<file path="src/design/rds_pkg.sv">
// ----------------------------------------------------------------------------
// rds_pkg
// Shared constants, types and helpers of the radix digit string block.
// ----------------------------------------------------------------------------
package rds_pkg;

  // default sizes
  localparam int DEF_VALUE_WIDTH = 31;
  localparam int DEF_MAX_DIGITS  = 32;

  // dividend bits consumed by the divider in one cycle
  localparam int STEP_BITS = 8;

  localparam int RADIX_W = 5;
  localparam int DIGIT_W = 4;
  localparam int CHAR_W  = 7;

  localparam logic [RADIX_W-1:0] RADIX_RESET = 5'd10;
  localparam logic [RADIX_W-1:0] BASE_MIN    = 5'd2;
  localparam logic [RADIX_W-1:0] BASE_MAX    = 5'd16;

  localparam logic [CHAR_W-1:0] ASCII_ZERO = 7'h30;
  localparam logic [CHAR_W-1:0] ASCII_A    = 7'h61;
  localparam logic [CHAR_W-1:0] ASCII_F    = 7'h66;

  typedef enum logic [1:0] {
    BK_IDLE,
    BK_DIV,
    BK_EMIT
  } back_state_t;

  // divider control and status
  typedef struct packed {
    logic               start;
    logic [RADIX_W-1:0] base;
  } div_ctl_t;

  typedef struct packed {
    logic               busy;
    logic               done;
    logic [DIGIT_W-1:0] rem;
  } div_sts_t;

  // bases outside 2..16 are pulled to the nearest end
  function automatic logic [RADIX_W-1:0] clamp_base(input logic [RADIX_W-1:0] r);
    logic [RADIX_W-1:0] b;
    b = r;
    if (r < BASE_MIN) begin
      b = BASE_MIN;
    end else if (r > BASE_MAX) begin
      b = BASE_MAX;
    end
    return b;
  endfunction

  // lower-case ASCII of one digit
  function automatic logic [CHAR_W-1:0] digit_ascii(input logic [DIGIT_W-1:0] d);
    logic [CHAR_W-1:0] c;
    if (d < 4'd10) begin
      c = ASCII_ZERO + {3'b000, d};
    end else begin
      c = ASCII_A + {3'b000, d} - 7'd10;
    end
    if (c > ASCII_F) begin
      c = ASCII_F;
    end
    return c;
  endfunction

endpackage

</file>
<file path="src/design/rds_front.sv">
// ----------------------------------------------------------------------------
// rds_front
// Holds the radix register, takes items, pairs each with its clamped base
// and queues them in a two-entry FIFO for the conversion side.
// ----------------------------------------------------------------------------
module rds_front import rds_pkg::*; #(
  parameter int VALUE_WIDTH = DEF_VALUE_WIDTH
) (
  input  logic                   clk,
  input  logic                   rst,
  input  logic                   cfg_write,
  input  logic [RADIX_W-1:0]     cfg_data,
  input  logic                   push,
  output logic                   full,
  input  logic [VALUE_WIDTH-1:0] value,
  output logic                   q_valid,
  output logic [VALUE_WIDTH-1:0] q_value,
  output logic [RADIX_W-1:0]     q_base,
  input  logic                   q_take
);

  logic [RADIX_W-1:0]     radix;
  logic [VALUE_WIDTH-1:0] fifo_value [2];
  logic [RADIX_W-1:0]     fifo_base  [2];
  logic                   wr_ptr;
  logic                   rd_ptr;
  logic [1:0]             fill;
  logic                   do_push;
  logic                   do_pop;

  assign full    = (fill == 2'd2);
  assign q_valid = (fill != 2'd0);
  assign do_push = push && !full;
  assign do_pop  = q_take && q_valid;
  assign q_value = fifo_value[rd_ptr];
  assign q_base  = fifo_base[rd_ptr];

  // radix register
  always_ff @(posedge clk) begin
    if (rst) begin
      radix <= RADIX_RESET;
    end else if (cfg_write) begin
      radix <= cfg_data;
    end
  end

  // queue pointers and fill level
  always_ff @(posedge clk) begin
    if (rst) begin
      wr_ptr <= 1'b0;
      rd_ptr <= 1'b0;
      fill   <= 2'd0;
    end else begin
      if (do_push) begin
        wr_ptr <= !wr_ptr;
      end
      if (do_pop) begin
        rd_ptr <= !rd_ptr;
      end
      if (do_push && !do_pop) begin
        fill <= fill + 2'd1;
      end else if (do_pop && !do_push) begin
        fill <= fill - 2'd1;
      end
    end
  end

  // queue storage
  always_ff @(posedge clk) begin
    if (do_push) begin
      fifo_value[wr_ptr] <= value;
      fifo_base[wr_ptr]  <= clamp_base(radix);
    end
  end

endmodule

</file>
<file path="src/design/rds_div.sv">
// ----------------------------------------------------------------------------
// rds_div
// Iterative divider by a small base: restoring division over STEP_BITS
// dividend bits per cycle, giving quotient and remainder after the last chunk.
// ----------------------------------------------------------------------------
module rds_div import rds_pkg::*; #(
  parameter int VALUE_WIDTH = DEF_VALUE_WIDTH
) (
  input  logic                   clk,
  input  logic                   rst,
  input  div_ctl_t               ctl,
  input  logic [VALUE_WIDTH-1:0] dividend,
  output div_sts_t               sts,
  output logic [VALUE_WIDTH-1:0] quotient
);

  localparam int CHUNKS = (VALUE_WIDTH + STEP_BITS - 1) / STEP_BITS;
  localparam int PAD_W  = CHUNKS * STEP_BITS;
  localparam int CNT_W  = $clog2(CHUNKS + 1);

  logic [PAD_W-1:0]     work;
  logic [PAD_W-1:0]     work_next;
  logic [DIGIT_W-1:0]   rem;
  logic [DIGIT_W-1:0]   rem_next;
  logic [RADIX_W-1:0]   base;
  logic [CNT_W-1:0]     cnt;
  logic                 busy;
  logic                 done;

  assign sts.busy = busy;
  assign sts.done = done;
  assign sts.rem  = rem;
  assign quotient = work[VALUE_WIDTH-1:0];

  // one chunk of restoring division: top bits in, quotient bits in at the bottom
  always_comb begin
    logic [STEP_BITS-1:0] chunk;
    logic [DIGIT_W-1:0]   r;
    logic [RADIX_W-1:0]   t;
    chunk = work[PAD_W-1 -: STEP_BITS];
    r     = rem;
    work_next = work << STEP_BITS;
    for (int i = STEP_BITS - 1; i >= 0; i--) begin
      t = {r, chunk[i]};
      if (t >= base) begin
        t = t - base;
        work_next[i] = 1'b1;
      end else begin
        work_next[i] = 1'b0;
      end
      r = t[DIGIT_W-1:0];
    end
    rem_next = r;
  end

  // sequencing
  always_ff @(posedge clk) begin
    if (rst) begin
      busy <= 1'b0;
      done <= 1'b0;
      cnt  <= '0;
    end else begin
      done <= 1'b0;
      if (busy) begin
        cnt <= cnt - CNT_W'(1);
        if (cnt == CNT_W'(1)) begin
          busy <= 1'b0;
          done <= 1'b1;
        end
      end else if (ctl.start) begin
        busy <= 1'b1;
        cnt  <= CNT_W'(CHUNKS);
      end
    end
  end

  // datapath
  always_ff @(posedge clk) begin
    if (busy) begin
      work <= work_next;
      rem  <= rem_next;
    end else if (ctl.start) begin
      work <= PAD_W'(dividend);
      rem  <= '0;
      base <= ctl.base;
    end
  end

endmodule

</file>
<file path="src/design/rds_back.sv">
// ----------------------------------------------------------------------------
// rds_back
// Conversion side: drives the divider once per digit, keeps the remainders
// in the digit store, then reads them back most significant first into the
// result register.
// ----------------------------------------------------------------------------
module rds_back import rds_pkg::*; #(
  parameter int VALUE_WIDTH = DEF_VALUE_WIDTH,
  parameter int MAX_DIGITS  = DEF_MAX_DIGITS
) (
  input  logic                   clk,
  input  logic                   rst,
  input  logic                   q_valid,
  input  logic [VALUE_WIDTH-1:0] q_value,
  input  logic [RADIX_W-1:0]     q_base,
  output logic                   q_take,
  output logic                   empty,
  input  logic                   pop,
  output logic [CHAR_W-1:0]      digit_char,
  output logic                   last_digit
);

  localparam int IDX_W = $clog2(MAX_DIGITS);
  localparam int CNT_W = $clog2(MAX_DIGITS + 1);

  back_state_t            state;
  back_state_t            state_next;
  div_ctl_t               div_ctl;
  div_sts_t               div_sts;
  logic [VALUE_WIDTH-1:0] dividend;
  logic [VALUE_WIDTH-1:0] quotient;
  logic [RADIX_W-1:0]     cur_base;
  logic [CNT_W-1:0]       count;
  logic [IDX_W-1:0]       rd_idx;
  logic                   rd_issue;
  logic                   rd_valid;
  logic [DIGIT_W-1:0]     rd_data;
  logic                   rd_last;
  logic                   out_valid;
  logic [CHAR_W-1:0]      out_char;
  logic                   out_last;
  logic                   div_final;
  logic [DIGIT_W-1:0]     store [MAX_DIGITS];

  rds_div #(
    .VALUE_WIDTH(VALUE_WIDTH)
  ) u_div (
    .clk      (clk),
    .rst      (rst),
    .ctl      (div_ctl),
    .dividend (dividend),
    .sts      (div_sts),
    .quotient (quotient)
  );

  assign empty      = !out_valid;
  assign digit_char = out_char;
  assign last_digit = out_last;

  // last digit of this value: quotient exhausted or store full
  assign div_final = (quotient == '0) || (count == CNT_W'(MAX_DIGITS - 1));

  // a read may start when the result register is free by the next edge
  assign rd_issue = (state == BK_EMIT) && !rd_valid && (!out_valid || pop);

  // next state and divider control
  always_comb begin
    state_next   = state;
    q_take       = 1'b0;
    div_ctl.start = 1'b0;
    div_ctl.base  = cur_base;
    dividend     = quotient;
    case (state)
      BK_IDLE: begin
        div_ctl.base = q_base;
        dividend     = q_value;
        if (q_valid) begin
          q_take        = 1'b1;
          div_ctl.start = 1'b1;
          state_next    = BK_DIV;
        end
      end
      BK_DIV: begin
        if (div_sts.done) begin
          if (div_final) begin
            state_next = BK_EMIT;
          end else begin
            div_ctl.start = 1'b1;
          end
        end
      end
      BK_EMIT: begin
        if (rd_issue && (rd_idx == '0)) begin
          state_next = BK_IDLE;
        end
      end
      default: begin
        state_next = BK_IDLE;
      end
    endcase
  end

  always_ff @(posedge clk) begin
    if (rst) begin
      state <= BK_IDLE;
    end else begin
      state <= state_next;
    end
  end

  // digit count, read index and current base
  always_ff @(posedge clk) begin
    if (rst) begin
      count    <= '0;
      rd_idx   <= '0;
      cur_base <= BASE_MIN;
    end else begin
      if (state == BK_IDLE && q_valid) begin
        count    <= '0;
        cur_base <= q_base;
      end else if (state == BK_DIV && div_sts.done) begin
        count <= count + CNT_W'(1);
        if (div_final) begin
          rd_idx <= count[IDX_W-1:0];
        end
      end else if (rd_issue) begin
        rd_idx <= rd_idx - IDX_W'(1);
      end
    end
  end

  // digit store: one write, one registered read
  always_ff @(posedge clk) begin
    if (state == BK_DIV && div_sts.done) begin
      store[count[IDX_W-1:0]] <= div_sts.rem;
    end
    if (rd_issue) begin
      rd_data <= store[rd_idx];
      rd_last <= (rd_idx == '0);
    end
  end

  // read pending and result register
  always_ff @(posedge clk) begin
    if (rst) begin
      rd_valid  <= 1'b0;
      out_valid <= 1'b0;
    end else begin
      rd_valid <= rd_issue;
      if (rd_valid) begin
        out_valid <= 1'b1;
      end else if (pop && out_valid) begin
        out_valid <= 1'b0;
      end
    end
  end

  always_ff @(posedge clk) begin
    if (rd_valid) begin
      out_char <= digit_ascii(rd_data);
      out_last <= rd_last;
    end
  end

endmodule

</file>
<file path="src/design/radix_digit_string.sv">
// ----------------------------------------------------------------------------
// radix_digit_string
// Converts a non-negative integer to its lower-case ASCII digits in a base
// from 2 to 16, most significant digit first, last digit marked.
// ----------------------------------------------------------------------------
// Each digit costs one pass of the divider, which takes eight dividend bits
// per cycle; an item is converted in full before its digits leave, paced by
// the registered digit-store read, which waits for each read to land before
// the next. One item converts at a time; two more may wait in the input
// queue. Reset sets radix to 10 and empties the queues; the digit store is
// not cleared.
// ----------------------------------------------------------------------------
module radix_digit_string import rds_pkg::*; #(
  parameter int VALUE_WIDTH = DEF_VALUE_WIDTH,
  parameter int MAX_DIGITS  = DEF_MAX_DIGITS
) (
  input  logic                   clk,
  input  logic                   rst,
  input  logic                   cfg_write,
  input  logic [RADIX_W-1:0]     cfg_data,
  input  logic                   push,
  output logic                   full,
  input  logic [VALUE_WIDTH-1:0] value,
  output logic                   empty,
  input  logic                   pop,
  output logic [CHAR_W-1:0]      digit_char,
  output logic                   last_digit
);

  logic                   q_valid;
  logic [VALUE_WIDTH-1:0] q_value;
  logic [RADIX_W-1:0]     q_base;
  logic                   q_take;

  rds_front #(
    .VALUE_WIDTH(VALUE_WIDTH)
  ) u_front (
    .clk       (clk),
    .rst       (rst),
    .cfg_write (cfg_write),
    .cfg_data  (cfg_data),
    .push      (push),
    .full      (full),
    .value     (value),
    .q_valid   (q_valid),
    .q_value   (q_value),
    .q_base    (q_base),
    .q_take    (q_take)
  );

  rds_back #(
    .VALUE_WIDTH(VALUE_WIDTH),
    .MAX_DIGITS (MAX_DIGITS)
  ) u_back (
    .clk        (clk),
    .rst        (rst),
    .q_valid    (q_valid),
    .q_value    (q_value),
    .q_base     (q_base),
    .q_take     (q_take),
    .empty      (empty),
    .pop        (pop),
    .digit_char (digit_char),
    .last_digit (last_digit)
  );

endmodule

</file>
<file path="config.mk">
export PLATFORM = sky130hd
export DESIGN_NAME = radix_digit_string
export DESIGN_NICKNAME = d
export VERILOG_FILES = /design/src/design/rds_pkg.sv /design/src/design/rds_front.sv /design/src/design/rds_div.sv /design/src/design/rds_back.sv /design/src/design/radix_digit_string.sv
export SDC_FILE = /design/constraint.sdc
export NUM_CORES = 1
export LEC_CHECK = 0
export BUFFER_PORTS_ARGS = -buffer_cell sky130_fd_sc_hd__buf_2
export CAP_MARGIN = 10
export CORE_UTILIZATION = 55
export CTS_CLUSTER_SIZE = 40
export DETAILED_ROUTE_END_ITERATION = 10
export PLACE_DENSITY = 0.86
export SETUP_SLACK_MARGIN = 0.5
export SKIP_CTS_REPAIR_TIMING = 1
export SYNTH_ARGS = -nofsm -noshare
export SYNTH_HDL_FRONTEND = slang
export SYNTH_HIERARCHICAL = 1
export SYNTH_SLANG_ARGS = --single-unit
</file>
<file path="constraint.sdc">
create_clock -name clk -period 9.6 [get_ports clk]
set_input_delay 0 -clock clk [delete_from_list [all_inputs] [get_ports clk]]
set_output_delay 0 -clock clk [all_outputs]
set_load 0.05 [all_outputs]
</file>
# Word level (Yosys, flattened, before mapping)
# Memories as Yosys holds them, arrays and structs flattened. A register that Yosys moved wholly into a read port is not among the register bits.
# Index checks and enable logic that the tools add are counted.
# classes
reduce_logical	34
n_lt_le_gt_ge	12
bitwise_logic	2
n_mux	58
eq_ne	10
addsub	16
# ops
cell	count
32-bit 2-to-1 mux	2
5-bit >= comparator	8
4-bit 2-to-1 mux	10
5-bit 2-to-1 mux	7
4-bit subtractor	8
31-bit logical NOT	1
31-bit 2-to-1 mux	1
1-bit 2-to-1 mux	26
7-bit 2-to-1 mux	2
2-bit 2-to-1 mux	6
2-bit nonzero test	6
1-bit logical AND	10
6-bit by 4-bit adder with 7-bit output (first input constant)	1
6-bit by 5-bit adder with 7-bit output (first input constant)	1
7-bit greater-than comparator (second input constant)	1
1-bit logical NOT	7
7-bit by 4-bit subtractor with 7-bit output (second input constant)	1
6-bit by 1-bit adder with 6-bit output (second input constant)	1
6-bit by 5-bit == test with 1-bit output (second input constant)	1
3-bit 2-to-1 mux	2
2-bit by 1-bit != test with 1-bit output (second input constant)	3
2-bit case mux with 3 select lines	1
5-bit greater-than comparator (second input constant)	1
5-bit logical NOT	1
other kinds (18)	24
# word_totals
ram_bits	200
word_cells	155
ff_bits	84
n_memories	3
# memory_table
memory	depth	word_bits	rd	rd_ports_with_merged_regs	write_ports	line	text
u_back.store	32	4	1	1	1	rds_back.sv:43	logic [DIGIT_W-1:0] store [MAX_DIGITS];
u_front.fifo_value	2	31	1	1	1	rds_front.sv:23	logic [VALUE_WIDTH-1:0] fifo_value [2];
u_front.fifo_base	2	5	1	1	1	rds_front.sv:24	logic [RADIX_W-1:0] fifo_base [2];

# Depth between registers and ports, before layout
# logic_depth
depth_word	17
ltp_mapped	50
depth_no_buf	49

# Hierarchy
# Netlist, hierarchy kept.
# modules_own_cells
module	cells_each	n_inst	seq_area_each_um2	area_each_um2
rds_back	442	1	4634.4	7136.8
rds_div	358	1	1331.3	3788.6
rds_front	162	1	2362.3	3035.4

# Worst setup path after synthesis
# OpenSTA, ideal clock, no wires.
# synth_timing
path_kind	register to register
start	register u_back.u_div.base[1]
end	register u_back.u_div.rem[3] (data pin)
stages_incl_launch_ff	44
setup_time_ns	0.256
path_buffers	1
required_time_ns	9.344
period_less_slack_ns	9.802
arrival_time_ns	9.546
path_slack_ns	-0.202
cell_sequence	edfxtp_1 -> inv_1 -> ha_1 -> a31oi_1 -> o21ai_2 -> mux2_4 -> ha_1 -> nor2_1 -> o31ai_4 -> mux2i_1 -> ha_1 -> a21o_1 -> a31oi_1 -> o21ai_2 -> mux2_2 -> ha_1 -> nand2_1 -> o21ai_2 -> (+8 left out) -> ha_1 -> a21o_1 -> a31oi_1 -> o21ai_2 -> nor2_1 -> a21oi_1 -> ha_1 -> a21oi_1 -> o21ai_0 -> a31oi_2 -> mux2i_1 -> ha_1 -> nor2b_1 -> o21ai_0 -> a31oi_1 -> a211oi_2 -> nor3b_1 -> a31o_2
# synth_via
elab_chain_cells	17
elab_cells_between_ends	25
cone_classes	add/sub (8); order compare (8); mux (9)
# synth_lines
element	line	text
from (decl)	rds_div.sv:25	logic [RADIX_W-1:0] base;
from (signal assigned)	rds_div.sv:85	base <= ctl.base;
4-bit subtractor / 5-bit >= comparator (equally long branches)	rds_div.sv:46, rds_div.sv:45	
4-bit 2-to-1 mux	rds_div.sv:45	if (t >= base) begin
4-bit subtractor / 5-bit >= comparator (equally long branches)	rds_div.sv:46, rds_div.sv:45	
4-bit 2-to-1 mux	rds_div.sv:45	
4-bit subtractor / 5-bit >= comparator (equally long branches)	rds_div.sv:46, rds_div.sv:45	
4-bit 2-to-1 mux	rds_div.sv:45	
5-bit >= comparator / 4-bit subtractor (equally long branches)	rds_div.sv:45, rds_div.sv:46	
4-bit 2-to-1 mux	rds_div.sv:45	
4-bit subtractor / 5-bit >= comparator (equally long branches)	rds_div.sv:46, rds_div.sv:45	
4-bit 2-to-1 mux	rds_div.sv:45	
4-bit subtractor / 5-bit >= comparator (equally long branches)	rds_div.sv:46, rds_div.sv:45	
4-bit 2-to-1 mux	rds_div.sv:45	
5-bit >= comparator / 4-bit subtractor (equally long branches)	rds_div.sv:45, rds_div.sv:46	
4-bit 2-to-1 mux	rds_div.sv:45	
4-bit subtractor / 5-bit >= comparator (equally long branches)	rds_div.sv:46, rds_div.sv:45	
4-bit 2-to-1 mux *	rds_div.sv:45	
4-bit 2-to-1 mux *	rds_div.sv:79	if (busy) begin
to (signal assigned)	rds_div.sv:81	rem <= rem_next;
to (decl)	rds_div.sv:23	logic [DIGIT_W-1:0] rem;
# Mark *: on every way between the ends. The rest lies on a longest branch, timed or not.
# A chain may end at the register's enable or synchronous reset.

# Final worst setup path
# layout_timing
start	register u_back.u_div.rem[0]
end	register u_back.u_div.rem[3] (data pin)
# layout_via
elab_chain_cells	17
elab_cells_between_ends	25
cone_classes	add/sub (8); order compare (8); mux (9)
# layout_lines
element	line
4-bit subtractor / 5-bit >= comparator (equally long branches)	rds_div.sv:46, rds_div.sv:45
4-bit 2-to-1 mux *	rds_div.sv:45
4-bit subtractor / 5-bit >= comparator (equally long branches)	rds_div.sv:46, rds_div.sv:45
4-bit 2-to-1 mux *	rds_div.sv:45
4-bit subtractor / 5-bit >= comparator (equally long branches)	rds_div.sv:46, rds_div.sv:45
4-bit 2-to-1 mux *	rds_div.sv:45
5-bit >= comparator / 4-bit subtractor (equally long branches)	rds_div.sv:45, rds_div.sv:46
4-bit 2-to-1 mux *	rds_div.sv:45
4-bit subtractor / 5-bit >= comparator (equally long branches)	rds_div.sv:46, rds_div.sv:45
4-bit 2-to-1 mux *	rds_div.sv:45
4-bit subtractor / 5-bit >= comparator (equally long branches)	rds_div.sv:46, rds_div.sv:45
4-bit 2-to-1 mux *	rds_div.sv:45
5-bit >= comparator / 4-bit subtractor (equally long branches)	rds_div.sv:45, rds_div.sv:46
4-bit 2-to-1 mux *	rds_div.sv:45
4-bit subtractor / 5-bit >= comparator (equally long branches)	rds_div.sv:46, rds_div.sv:45
4-bit 2-to-1 mux *	rds_div.sv:45
4-bit 2-to-1 mux *	rds_div.sv:79
# Marked as above.

==> results.toml <==
[global_routing]
antenna_found_initial = 0
grt_pass1_vias = 8066
grt_max_degree = 49
track_usage_pct = 21.05
overflow = 0
grt_first_pass_wirelength_mm = 42.82

[placed_design]
dp_slack_ps = -262.8
gp_congestion = 0.8673
io_buffers = 50
hpwl_mm = 17.47

[cells_and_area]
drive_gt1_share_pct = 32.15
fin_nets = 1172
areaGrowthSynthToFinish_pct = 17.17
antenna_cells = 0
fillerInstances = 1557

[setup_path]
worstSetupEndpointType = "flip-flop"
reg2reg_from = "u_back/u_div/rem[0]"
critPathTopFamily = "compound AO/OA/AOI/OAI gates"
critPathSlowestCell = "edfxtp_1"
r2r_end = "u_back/u_div/rem[3]"
max_stage_delay_ps = 450
startpoint_type = "flip-flop"
cp_max_fo = 8
cp_common_cell = "a21oi_1"
cp.arrival_ps = 10010
path_buf_inv = 1
cp.required_ps = 9910
critPathKind = "reg -> reg"
ff2ff_setup_slack_ps = -100
r2r_cells = 46

[sta]
slew_viol_final = 0
slew_headroom_pct = 19.76
fin_skew_ps = 46.07
min_period_over_period_pct = 101.0
rsz0062_at_grt = "true"
final.min_clock_period_ps = 9700
worstMarginPinSlew_ps = 1202
fmax_mhz = 103.1
setup_viol = 5
fin_ws_ps = -99.75
hold_viol_final = 0
whs_ps = 163.8

[clocking]
cts_buffers = 28
worstSkewPairLatency_ps = 560
cts_tree = "built"
ctsRootBufferMaster = "clkbuf_16"
cts_max_level = 1
clk_path_buf_depth = 3
clock-sinks = 289
path_clk_slew_ps = 70

[floorplanning]
start_util_pct = 56.71
die_w_microns = 161.3
fp.dieH_microns = 161.3
io_pins = 51
num_rows = 57
dieArea_sq_um = 26010
core_sq_um = 24600

[route]
remaining_drc_errors = 0
post_drt_via_cell_ratio = 6.048
detail_route.wl_per_cell_microns = 21.56
drt_iter0_drc = 772
dr.pass1.iters = 5
via_count = 8582
wl_mm = 30.59
ant_nets = 0

[synthesis]
synth_area_sq_um = 13950
yosys_warnings = 6
post_synth.cell_area_avg_sq_um = 14.52
synth_nets = 1060
synthCells = 961

[run_status]
status = "finished with violations"
violations = "setup timing"

[min_path]
hp-start = "value[27]"
hold_end = "u_front/fifo_value[0][27]"
hold_depth = 2
hp-class = "in -> reg"

[run]
max-cap-violations = 0
cell usage in the layout (no fill, tap or decap), types with 34 or more instances in the layout:
cell,count
inv_1,43
mux2_2,102
nand2_1,42
buf_2,50
buf_4,46
edfxtp_1,254
ha_1,40
a21oi_1,34
nor2_1,70
dlygate4sd3_1,49
per-stage QoR:
stage | instance area, sq um | util (%) | cells | setup TNS [ps]
2_1_floorplan | 14080 | - | 961 | 0
3_3_place_gp | 14440 | 58.69 | 1290 | 0
3_5_place_dp | 14440 | 58.69 | 1290 | -1057
4_1_cts | 15350 | 62.37 | 1342 | -1470
5_1_grt | 16350 | 66.45 | 1419 | -2456
6_report | 16350 | 66.45 | 1419 | -358.1
registers in the layout (all words and copies together) (netlist names), 6 cells and up, named ones only:
signal              flops
u_back/u_div/work      32
u_back/digit_char       7
u_front/fifo_value     62
u_back/count            6
u_back/store          128
u_front/fifo_base      10
worst max path at each step:
| stage | cells past startpoint | start | to | slack, ps |
|---|---|---|---|---|
| 2_1_floorplan | 46 | u_back/u_div/rem[1] | u_back/u_div/rem[3] | 270 |
| 3_5_place_dp | 41 | u_back/u_div/base[0] | u_back/u_div/rem[3] | -260 |
| 4_1_cts | 41 | u_back/u_div/base[0] | u_back/u_div/rem[3] | -340 |
| 6_report | 46 | u_back/u_div/rem[0] | u_back/u_div/rem[3] | -100 |
| 3_3_place_gp | 41 | u_back/u_div/base[0] | u_back/u_div/rem[3] | 110 |
| 5_1_grt | 45 | u_back/u_div/rem[0] | u_back/u_div/rem[3] | -520 |
metal layers:
metal  GRT usage [%]  up-vias  wire, microns
met2           36.29      356          15930
met5               0        -              0
li1                -     3826              -
met3           3.287       91           1772
met1           27.33     4309          11900
met4           6.818        0            990
area by class of cell:
type / instances / area (sq um) / share of cell area (%)
clock buffer: 36 / 804.5 / 4.921
multi-input combinational: 562 / 5428 / 33.20
tap: 324 / 405.4 / 2.480
clock inverter: 16 / 101.3 / 0.6199
timing repair buffer: 147 / 1109 / 6.780
inverter: 45 / 171.4 / 1.048
sequential: 289 / 8330 / 50.95
Power is left out: the tool's default activity adds up to more than one toggle a clock period on the data nets, which glitch-free logic cannot reach.
